==> config.mk <==
export PLATFORM = sky130hd
export DESIGN_NAME = lssr_cell
export DESIGN_NICKNAME = d
export VERILOG_FILES = /design/src/rtl/lssr_pkg.sv /design/src/rtl/lssr_cell.sv
export SDC_FILE = /design/constraint.sdc
export NUM_CORES = 1
export LEC_CHECK = 0
export ABC_AREA = 0
export BUFFER_PORTS_ARGS = -buffer_cell sky130_fd_sc_hd__buf_2
export CELL_PAD_IN_SITES_DETAIL_PLACEMENT = 1
export CELL_PAD_IN_SITES_GLOBAL_PLACEMENT = 2
export CORE_MARGIN = 2
export CORE_UTILIZATION = 42
export DETAILED_ROUTE_END_ITERATION = 16
export PLACE_DENSITY = 0.83
export SETUP_SLACK_MARGIN = 0.1
export SYNTH_ARGS = -nofsm -noshare
export SYNTH_HDL_FRONTEND = slang
export SYNTH_SLANG_ARGS = --single-unit
==> constraint.sdc <==
create_clock -name i_clk -period 6.4 [get_ports i_clk]
set_clock_uncertainty 0.05 [all_clocks]
set_input_delay 1.92 -clock i_clk [delete_from_list [all_inputs] [get_ports i_clk]]
set_output_delay 1.92 -clock i_clk [all_outputs]
set_load 0.05 [all_outputs]
==> src/rtl/lssr_pkg.sv <==
// ----------------------------------------------------------------------------
// lssr_pkg: shared types and constants
// Sizes, matrix selects and fixed-point helpers for the state-space block.
// ----------------------------------------------------------------------------
package lssr_pkg;

    localparam int STATE_MAX  = 8;
    localparam int INPUT_MAX  = 8;
    localparam int OUTPUT_MAX = 8;
    localparam int NCELL      = 8;
    localparam int IW         = 3;
    localparam int ACC_W      = 36;

    localparam logic [1:0] SEL_A = 2'd0;
    localparam logic [1:0] SEL_B = 2'd1;
    localparam logic [1:0] SEL_C = 2'd2;
    localparam logic [1:0] SEL_D = 2'd3;

    localparam logic [1:0] REG_STATE  = 2'd0;
    localparam logic [1:0] REG_INPUT  = 2'd1;
    localparam logic [1:0] REG_OUTPUT = 2'd2;

    // Word handed from one cell to the next
    typedef struct packed {
        logic        vld;
        logic        last_op;
        logic [IW-1:0] row;
        logic signed [15:0] operand;
    } t_link;

    // Clamp a size register to 1..max
    function automatic logic [3:0] clamp_size(input logic [3:0] v, input logic [3:0] mx);
        logic [3:0] r;
        begin
            r = v;
            if (v == 4'd0) r = 4'd1;
            else if (v > mx) r = mx;
            return r;
        end
    endfunction

    // Round half up at bit 12, saturate to 16 bits
    function automatic logic signed [15:0] round_sat(input logic signed [ACC_W-1:0] acc);
        logic signed [ACC_W-1:0] s;
        logic signed [ACC_W-13:0] q;
        logic signed [15:0] r;
        begin
            s = acc + ACC_W'(2048);
            q = s[ACC_W-1:12];
            if (q > 32767) r = 16'sh7fff;
            else if (q < -32768) r = 16'sh8000;
            else r = q[15:0];
            return r;
        end
    endfunction

endpackage

==> src/rtl/lssr_cell.sv <==
// ----------------------------------------------------------------------------
// lssr_cell: one column of the MAC chain
// Holds one coefficient row per matrix and one accumulator; passes the
// operand word to its neighbor each cycle, adding coef*operand to its sum.
// ----------------------------------------------------------------------------
module lssr_cell
    import lssr_pkg::*;
(
    input  logic        i_clk,
    input  logic        i_clr,
    input  t_link       i_link,
    input  logic [1:0]  i_msel,
    input  logic        i_wr,
    input  logic [1:0]  i_wsel,
    input  logic [IW-1:0] i_wrow,
    input  logic signed [15:0] i_wdata,
    output t_link       o_link,
    output logic signed [ACC_W-1:0] o_acc
);
    logic signed [15:0] r_mem [0:4*NCELL-1];
    logic signed [15:0] r_coef;
    t_link r_link;
    logic signed [ACC_W-1:0] r_acc;
    logic signed [31:0] r_prod;
    logic r_pv;

    // coefficient store, one row of A, B, C and D
    always_ff @(posedge i_clk) begin
        if (i_wr) r_mem[{i_wsel, i_wrow}] <= i_wdata;
        r_coef <= r_mem[{i_msel, i_link.row}];
    end

    // pass operand on, multiply, then accumulate
    always_ff @(posedge i_clk) begin
        r_link <= i_link;
        r_prod <= r_coef * r_link.operand;
        r_pv   <= r_link.vld;
        if (i_clr) r_acc <= '0;
        else if (r_pv) r_acc <= r_acc + ACC_W'(r_prod);
    end

    assign o_link = r_link;
    assign o_acc  = r_acc;
endmodule

==> results of run 1 <==
-- how the worst max path moves through the flow --
stage,endpoint,depth (start not counted)
finish,r_prod[30],21
floorplan,r_prod[30],22
detailed placement,r_prod[30],21
global placement,r_prod[30],22
CTS,r_prod[31],20
global route,r_prod[30],22
-- worst max-delay path, cell delays in order, from the launching register on --
cell       delay (ps)
dfxtp_2           370
buf_4             170
and2_1            150
fa_1              510
inv_1              50
fa_1              390
fa_1              520
fa_1              550
inv_1              50
fa_1              480
inv_1              50
fa_1              470
inv_1              50
ha_1              290
a21o_1            230
a2111oi_4         320
o32ai_2           170
o311a_4           360
a31oi_4           170
o32ai_2           130
o41ai_2           320
xnor2_1           130
-- registers in the layout, summed over array words and instances (netlist names) --
signal  cells
o_link     21
r_coef     16
o_acc      36
r_mem     512
r_prod     32
r_pv        1
-- cell usage after synthesis, types with 3 or more instances --
master | n | share of area
dfxtp_1 | 106 | 0.063
o21a_1 | 8 | 0.0018
mux2_2 | 16 | 0.0053
o311ai_0 | 4 | 0.0010
nor2_1 | 115 | 0.013
nand2b_1 | 16 | 0.0030
inv_1 | 320 | 0.035
a31oi_1 | 9 | 0.0017
and3_1 | 5 | 0.00092
fa_1 | 263 | 0.16
mux4_2 | 160 | 0.11
or3b_2 | 4 | 0.0010
ha_1 | 117 | 0.043
buf_1 | 15 | 0.0017
nand3_1 | 12 | 0.0018
nor3_1 | 13 | 0.0019
nand2_1 | 150 | 0.017
a21o_1 | 27 | 0.0060
nor3b_1 | 6 | 0.0013
nor2b_1 | 6 | 0.0011
edfxtp_1 | 512 | 0.45
nand4_1 | 4 | 0.00074
o21ai_0 | 22 | 0.0032
a211o_1 | 3 | 0.00078
xnor2_1 | 38 | 0.0098
a211oi_1 | 8 | 0.0018
o211ai_1 | 4 | 0.00089
nand4b_1 | 4 | 0.0010
xor2_1 | 14 | 0.0036
o21ai_1 | 5 | 0.00074
and2_1 | 125 | 0.023
a21oi_1 | 41 | 0.0061
mux2i_1 | 22 | 0.0065
or3_1 | 5 | 0.00092
clkbuf_1 | 68 | 0.0075
nand3b_1 | 6 | 0.0013
o21bai_1 | 8 | 0.0018
o22ai_1 | 8 | 0.0015
-- stage by stage --
| stage | setup WS, ps | hold slack, ps | instance area (um2) | util |
|---|---|---|---|---|
| detailed placement | 3.368 | 295.6 | 36140 | 0.4509 |
| floorplan | 103.1 | 444.5 | 33910 | - |
| CTS | 101.3 | 302.1 | 38430 | 0.4795 |
| finish | 316.1 | 297.8 | 38610 | 0.4816 |
| global route | 21.08 | 309.6 | 38600 | 0.4816 |
| global placement | 176.7 | 291.8 | 36140 | 0.4509 |
-- what timing repair did --
| action | CTS | global route |
|---|---|---|
| hold endpoints to repair | 0 | 0 |
| hold buffers | 0 | 0 |
| pin swaps | 0 | 15 |
| gates resized for setup | 13 | 43 |
| endpoints found under the setup margin | 3 | 9 |
| setup buffers | 0 | 5 |
-- routing by layer --
| layer | GRT usage | part of all wire | up-vias |
|---|---|---|---|
| li1 | - | - | 8531 |
| met5 | 0 | 0.00077 | - |
| met2 | 0.3712 | 0.52 | 540 |
| met1 | 0.2628 | 0.40 | 10140 |
| met3 | 0.03344 | 0.050 | 192 |
| met4 | 0.07228 | 0.031 | 10 |
-- kinds of logic (layout without fill, tap and decap cells) --
family          after synthesis  after routing  synth area share
buf+inv                     405            646           0.04492
flops                       618            618            0.5161
simple gates                485            485           0.07113
fa+ha+maj                   380            380            0.1985
mux                         198            198            0.1181
other cells                   0              2                 0
compound gates              180            180           0.03776
xor+xnor                     52             52           0.01344
-- final cells by class --
| class | instances | area [um2] | share of cell area |
|---|---|---|---|
| Antenna cell | 2 | 5.005 | 0.0001296 |
| Clock buffer | 84 | 1824 | 0.04725 |
| Clock inverter | 44 | 442.9 | 0.01147 |
| Inverter | 320 | 1201 | 0.03111 |
| Multi-Input combinational cell | 1295 | 14970 | 0.3877 |
| Sequential cell | 618 | 17560 | 0.4548 |
| Tap cell | 1060 | 1326 | 0.03435 |
| Timing Repair Buffer | 198 | 1279 | 0.03312 |
==> metrics.txt, run 1 <==
outcome=finished, final reports clean; Worst-Margin Slew=a little over 900 ps; Tightest Hold Check Type=flip-flop to flip-flop; Worst EP required=between 6000 and 7000 ps; CP max FO=7; TNS Setup=0 ps; Crit path arrival time=between 6000 and 7000 ps; Worst R2R End=r_prod[30]; Clock Path Buffers=3; CTS HTree Levels=3; final hold violation count=0; total of warnings raised by yosys=0; initial antenna violation count=6; DR iter-0 viols=1,305; CTS tree=yes; CTS Sinks=618; syn nets=2,745; Netlist cell types=just over 70; non-filler cells, final=3,621; most frequent cells in the layout=edfxtp_1, inv_1, fa_1; Nets=a little under 3,000; hpwl dp=58,510 um; routability cong.=0.8587; asr flop ratio synth=0; Seq/Total Area, Yosys=0.5161; routed vias/inst=5.362; Die Width=288.1 um; Num CTS Buffers=70; Mapped Area=0.03390 mm2; Critical Path End Type=flip-flop; port buffer count=103; fin crit share=0.9506; WL final=84,560 um; crit path launch=r_coef[5]; Yosys reg bits=618; Starting Density=0.4229; Primary FF master, synth=edfxtp_1; Root Buffer Master=clkbuf_16; r2r worst-path depth=21; RSZ-0062 raised after global routing=yes; wire length per cell=around 23 um; # IOs=104; final setup violation count=0; Reg2Reg Launch Point=r_coef[5]; Core ar.=0.08016 mm2; Clock Pin Slew Worst Setup and Hold Paths=50 ps; final count of pins violating max slew=0; total die area=0.08300 mm2; Worst setup SP type=flip-flop; Hold Startpoint=o_link[20]; Die Height=288.1 um; layout cell share with drive strength beyond 1=0.2083; total number of vias=just under 20,000; standard-cell row count=104; Post-Syn Instances=2,318; vias in the first global route=21,990; Fillers=7,995; Antenna Violating Nets Remaining=0; most common cell after layout, fill and taps aside=edfxtp_1; placed cells=between 3,000 and 4,000; largest net degree at the start of global routing=68; first-pass GRT wire length=131,200 um; First-pass DRT Iterations=5; GRT Residual Overflow=0; Final Critical Period=between 6000 and 7000 ps; WHS Path Cells=0; FF-to-FF setup slack=320 ps; max-cap violations=0; latest clock arrival within the worst-skew pair=660 ps; Achievable Freq=164.4 MHz; Slew headroom=0.3816; Worst Hold Path EP=r_pv; overall routing resource usage=0.2103; Area Overhead vs Synth=13.89%; Setup CP Type=flip-flop to flip-flop; DRC errors left=0; Post-synth EDFFs=512; syn avg cell area=14.62 um2
Power of run 1 is left out: the tool's default activity adds up to more than one toggle a clock period on the data nets, which glitch-free logic cannot reach.
==> run 2, diff against run 1 <==
PLACE_DENSITY = 0.78   (was 0.83)
==> run 2 against run 1 <==
Effect of this change: final area up 0.54%; worst hold slack worse by 8.2 ps; utilization up 0.26 points; sequential cell count unchanged.
==> metrics.txt, run 2 (synthesis gave the netlist of run 1 again) <==
Critical Path End Type=flip-flop; # IOs=104; Reg2Reg Launch Point=o_link[15]; dpl ws=-155.6 ps; Nets=2,929; largest net degree at the start of global routing=67; fin crit share=0.9634; Die Width=288.1 um; Worst setup SP type=flip-flop; Reg with most FFs=r_mem; Starting Density=0.4229; cts hold-fix bufs=0; max reg flops=512; wire length per cell=approximately 23 um; Clock Path Buffers=3; overall routing resource usage=0.2084; Crit path arrival time=between 6000 and 7000 ps; final design utilization=0.4843; max-cap violations=0; first-pass GRT wire length=130,200 um; Worst EP required=6830 ps; total die area=around 0.083 mm2; most frequent cells in the layout=edfxtp_1, inv_1, fa_1; WHS Path Cells=0; latest clock arrival within the worst-skew pair=630 ps; vias in the first global route=21,640; Slew headroom=0.2578; CTS tree=yes; Final Critical Period=6166 ps; Root Buffer Master=clkbuf_16; Num CTS Buffers=69; Worst Hold Path EP=r_pv; setup slack after layout=234.4 ps; WHS=just under 300 ps; initial antenna violation count=3; crit path launch=o_link[15]; standard-cell row count=104; final count of pins violating max slew=0; Worst R2R End=r_prod[30]; routed vias/inst=~5.3; r2r worst-path depth=20; Core ar.=0.08016 mm2; Hold Startpoint=o_link[20]; Clock Pin Slew Worst Setup and Hold Paths=70 ps; most common cell after layout, fill and taps aside=edfxtp_1; Worst-Margin Slew=1113 ps; WL final=84,960 um; outcome=finished, final reports clean; CTS HTree Levels=3; CTS Sinks=618; First-pass DRT Iterations=4; final hold violation count=0; Antenna Violating Nets Remaining=0; Area Overhead vs Synth=14.51%; GRT Residual Overflow=0; CP max FO=6; port buffer count=103; Achievable Freq=162.2 MHz; final setup violation count=0; hpwl dp=roughly 60,000 um; Tightest Hold Check Type=flip-flop to flip-flop; routability cong.=roughly 0.84; RSZ-0062 raised after global routing=yes; DR iter-0 viols=1,128; DRC errors left=0; FF-to-FF setup slack=roughly 230 ps; total number of vias=about 19,000; layout cell share with drive strength beyond 1=0.2195; Setup CP Type=flip-flop to flip-flop; Die Height=288.1 um
-- run 2: cell types whose count changed in the layout (fill, tap and decap cells not counted), sizes merged --
cell      previous run  this run
buf                197       196
clkinv              39        30
clkinvlp             2         1
clkbuf              85        87
diode                2         1
bufinv               2         8
-- run 2: worst max-delay path: stages (launching register included) --
cell and delay, ps:
dfxtp_1 480, inv_2 170, nor2_1 190, fa_1 490, fa_1 530, fa_1 460, fa_1 530, fa_1 500
inv_1 50, fa_1 470, inv_1 40, ha_1 280, buf_4 160, o21a_1 190, o21ai_2 200, o32ai_4 120
o311a_4 390, a31oi_4 170, o32ai_4 120, o41ai_2 330, xnor2_1 110
-- run 2: layout make-up --
class | count | area, um2
clock buffers | 85 | 1807
well taps | 1060 | 1326
multi-input cells | 1295 | 15070
flip-flops and latches | 618 | 17580
clock inverters | 40 | 536.8
repair buffers | 198 | 1300
fillers | 7950 | 41340
inverters | 320 | 1201
diodes | 1 | 2.502
-- run 2: layer usage --
layer	GRT usage	vias up	wire, um
met4	0.06425	6	2435
met5	0	-	42
li1	-	8524	-
met1	0.2564	10120	33800
met3	0.03043	149	3342
met2	0.3779	439	45340
-- run 2: metrics by stage --
stage | area (um2) | TNS, ps | std cells
after floorplan | 33910 | 0 | 2318
after global placement | 36060 | 0 | 3474
after detailed placement | 36060 | -170.8 | 3474
after CTS | 38460 | 0 | 3599
after global routing | 38810 | 0 | 3616
final | 38820 | 0 | 3617
-- run 2: repair_timing --
item | in CTS | in global routing
gates cloned | 0 | 0
pin swaps | 1 | 29
gates resized for setup | 22 | 74
setup buffers | 0 | 17
setup endpoints to repair | 6 | 10
-- run 2: worst max-delay path by stage --
stage | to | slack [ps] | depth (start not counted)
4_1_cts | r_prod[31] | 60 | 21
2_1_floorplan | r_prod[30] | 100 | 22
3_5_place_dp | r_prod[31] | -160 | 20
5_1_grt | r_prod[30] | 20 | 22
3_3_place_gp | r_prod[30] | 60 | 22
6_report | r_prod[30] | 230 | 20
Power of run 2 is left out for the same reason.
==> run 3, diff against run 2 <==
PLACE_DENSITY = 0.84   (was 0.78)
==> run 3 against run 2 <==
Effect of this change: worst hold slack better by 13 ps; critical path depth is 2 higher; global-route usage is 0.63 points higher; worst setup slack better by 17 ps; final cell count is 0.19% higher; routed wire length is 2.5% higher; die area stayed put; first-iteration DRC count is 9.6% higher; highest routed layer unchanged.
==> metrics.txt, run 3 (synthesis gave the netlist of run 1 again) <==
Critical Path End Type=flip-flop; latest clock arrival within the worst-skew pair=620 ps; layout cell share with drive strength beyond 1=0.2167; Starting Density=0.4229; worst-path cell chain=buf_8 -> and2_4 -> fa_1 -> inv_1 -> fa_1 -> inv_2 -> fa_1 -> fa_1 -> fa_1 -> inv_2 -> fa_1 -> inv_2 -> ha_4 -> a2111oi_4 -> o21ai_1 -> o21ai_1 -> o32ai_2 -> o311a_4 -> a31oi_4 -> o32ai_4 -> o41ai_2 -> xnor2_1; critical path depth=22; RSZ-0062 raised after global routing=yes; hpwl dp=59,500 um; Worst EP required=6820 ps; Crit path arrival time=6570 ps; Worst path most repeated cell=fa_1; Achievable Freq=162.6 MHz; Hold Startpoint=o_link[20]; most common cell after layout, fill and taps aside=edfxtp_1; most frequent cells in the layout=edfxtp_1, inv_1, fa_1; Reg with most FFs=r_mem; Slowest cell on crit path=fa_1; Area Overhead vs Synth=14.38%; routability cong.=0.8767; # IOs=between 100 and 150; vias in the first global route=~22,000; First-pass DRT Iterations=7; CTS Sinks=618; Buf/Inv on CP=5; fin crit share=0.9607; Antenna Violating Nets Remaining=0; max reg flops=512; final instance area=0.03877 mm2; Die Width=between 200 and 300 um; FF-to-FF setup slack=250 ps; Root Buffer Master=clkbuf_16; outcome=finished, final reports clean; DR iter-0 viols=1,236; CP max FO=12; CTS HTree Levels=3; final hold violation count=0; Clock Pin Slew Worst Setup and Hold Paths=60 ps; CP delay by family, top=adder cells; Slew headroom=0.1199; initial antenna violation count=6; overall routing resource usage=0.2147; Worst-Margin Slew=1315 ps; Clock Path Buffers=3; Worst R2R End=r_prod[30]; final setup violation count=0; crit path launch=o_link[5]; final count of pins violating max slew=0; Reg2Reg Launch Point=o_link[5]; total number of vias=19,460; Die Height=~290 um; port buffer count=103; GRT Residual Overflow=0; first-pass GRT wire length=133,100 um; placed cell area=0.03618 mm2; Setup CP Type=flip-flop to flip-flop; wire length per cell=24.04 um; r2r worst-path depth=22; Nets=2,939; Num CTS Buffers=68; standard-cell row count=~100; WHS=~300 ps; largest net degree at the start of global routing=63; routed vias/inst=5.371; CTS tree=yes; Final Critical Period=6148 ps; Setup crit end=r_prod[30]; DRC errors left=0; WL final=87,120 um; Fillers=roughly 8,000; total die area=between 0.08 and 0.09 mm2; max-cap violations=0; Worst setup SP type=flip-flop; Max stage delay on crit path=600 ps; Core ar.=0.08016 mm2; cts hold-fix bufs=0; Tightest Hold Check Type=flip-flop to flip-flop
==> run 3: changes by cell type in the layout (fill, tap and decap cells not counted), moves of 4 or more <==
| cell | delta |
|---|---|
| inv_1 | +4 |
| clkbuf_1 | -4 |
| buf_4 | +15 |
| bufinv_16 | -4 |
| inv_2 | -4 |
==> run 3: how the worst min path moves through the flow <==
stage | end | slack, ps | cells after the start
6_report | r_pv | 300 | 0
2_1_floorplan | r_prod[0] | 440 | 1
3_3_place_gp | r_pv | 290 | 0
5_1_grt | r_pv | 310 | 0
3_5_place_dp | r_pv | 290 | 0
4_1_cts | r_pv | 310 | 0
==> run 3: cell type report <==
type                       instances  area, um2  area share
antenna                            3      7.507   0.0001936
clock buffer                      81       1792     0.04621
clock inverter                    38      442.9     0.01142
inverter                         320       1201     0.03098
multi-input combinational       1295      15050      0.3881
sequential                       618      17570      0.4530
tap                             1060       1326     0.03421
timing repair buffer             209       1391     0.03588
==> run 3: worst reg2reg max path: cells and delay by family, from the launching register on <==
kind            cells  cell delay, ps
compound gates      8            1700
xor+xnor            1             120
fa+ha+maj           7            3300
buf+inv             5             320
flops               1             330
simple gates        1             170
==> run 3: timing repair <==
action	4_1_cts	5_1_grt
resized for setup	24	50
pin swaps	1	22
endpoints found under the hold margin	0	0
setup buffers	1	14
endpoints found under the setup margin	5	6
==> run 3: stage by stage <==
step | cells | worst slack, ps | TNS [ps] | utilization
after global placement | 3487 | -6.673 | -6.673 | 0.4513
after floorplan | 2318 | 103.1 | 0 | -
after CTS | 3607 | 104.2 | 0 | 0.4801
after detailed placement | 3487 | -53.17 | -99.96 | 0.4513
after global routing | 3621 | 16.61 | 0 | 0.4836
final | 3624 | 251.7 | 0 | 0.4837
==> run 3: routing by layer <==
layer	global-route usage	up-vias	wire [um]
met4	0.07073	8	2715
met5	0	-	56
li1	-	8548	-
met1	0.2696	10180	35400
met3	0.03185	162	4124
met2	0.3808	568	44830
Power of run 3 is left out for the same reason.
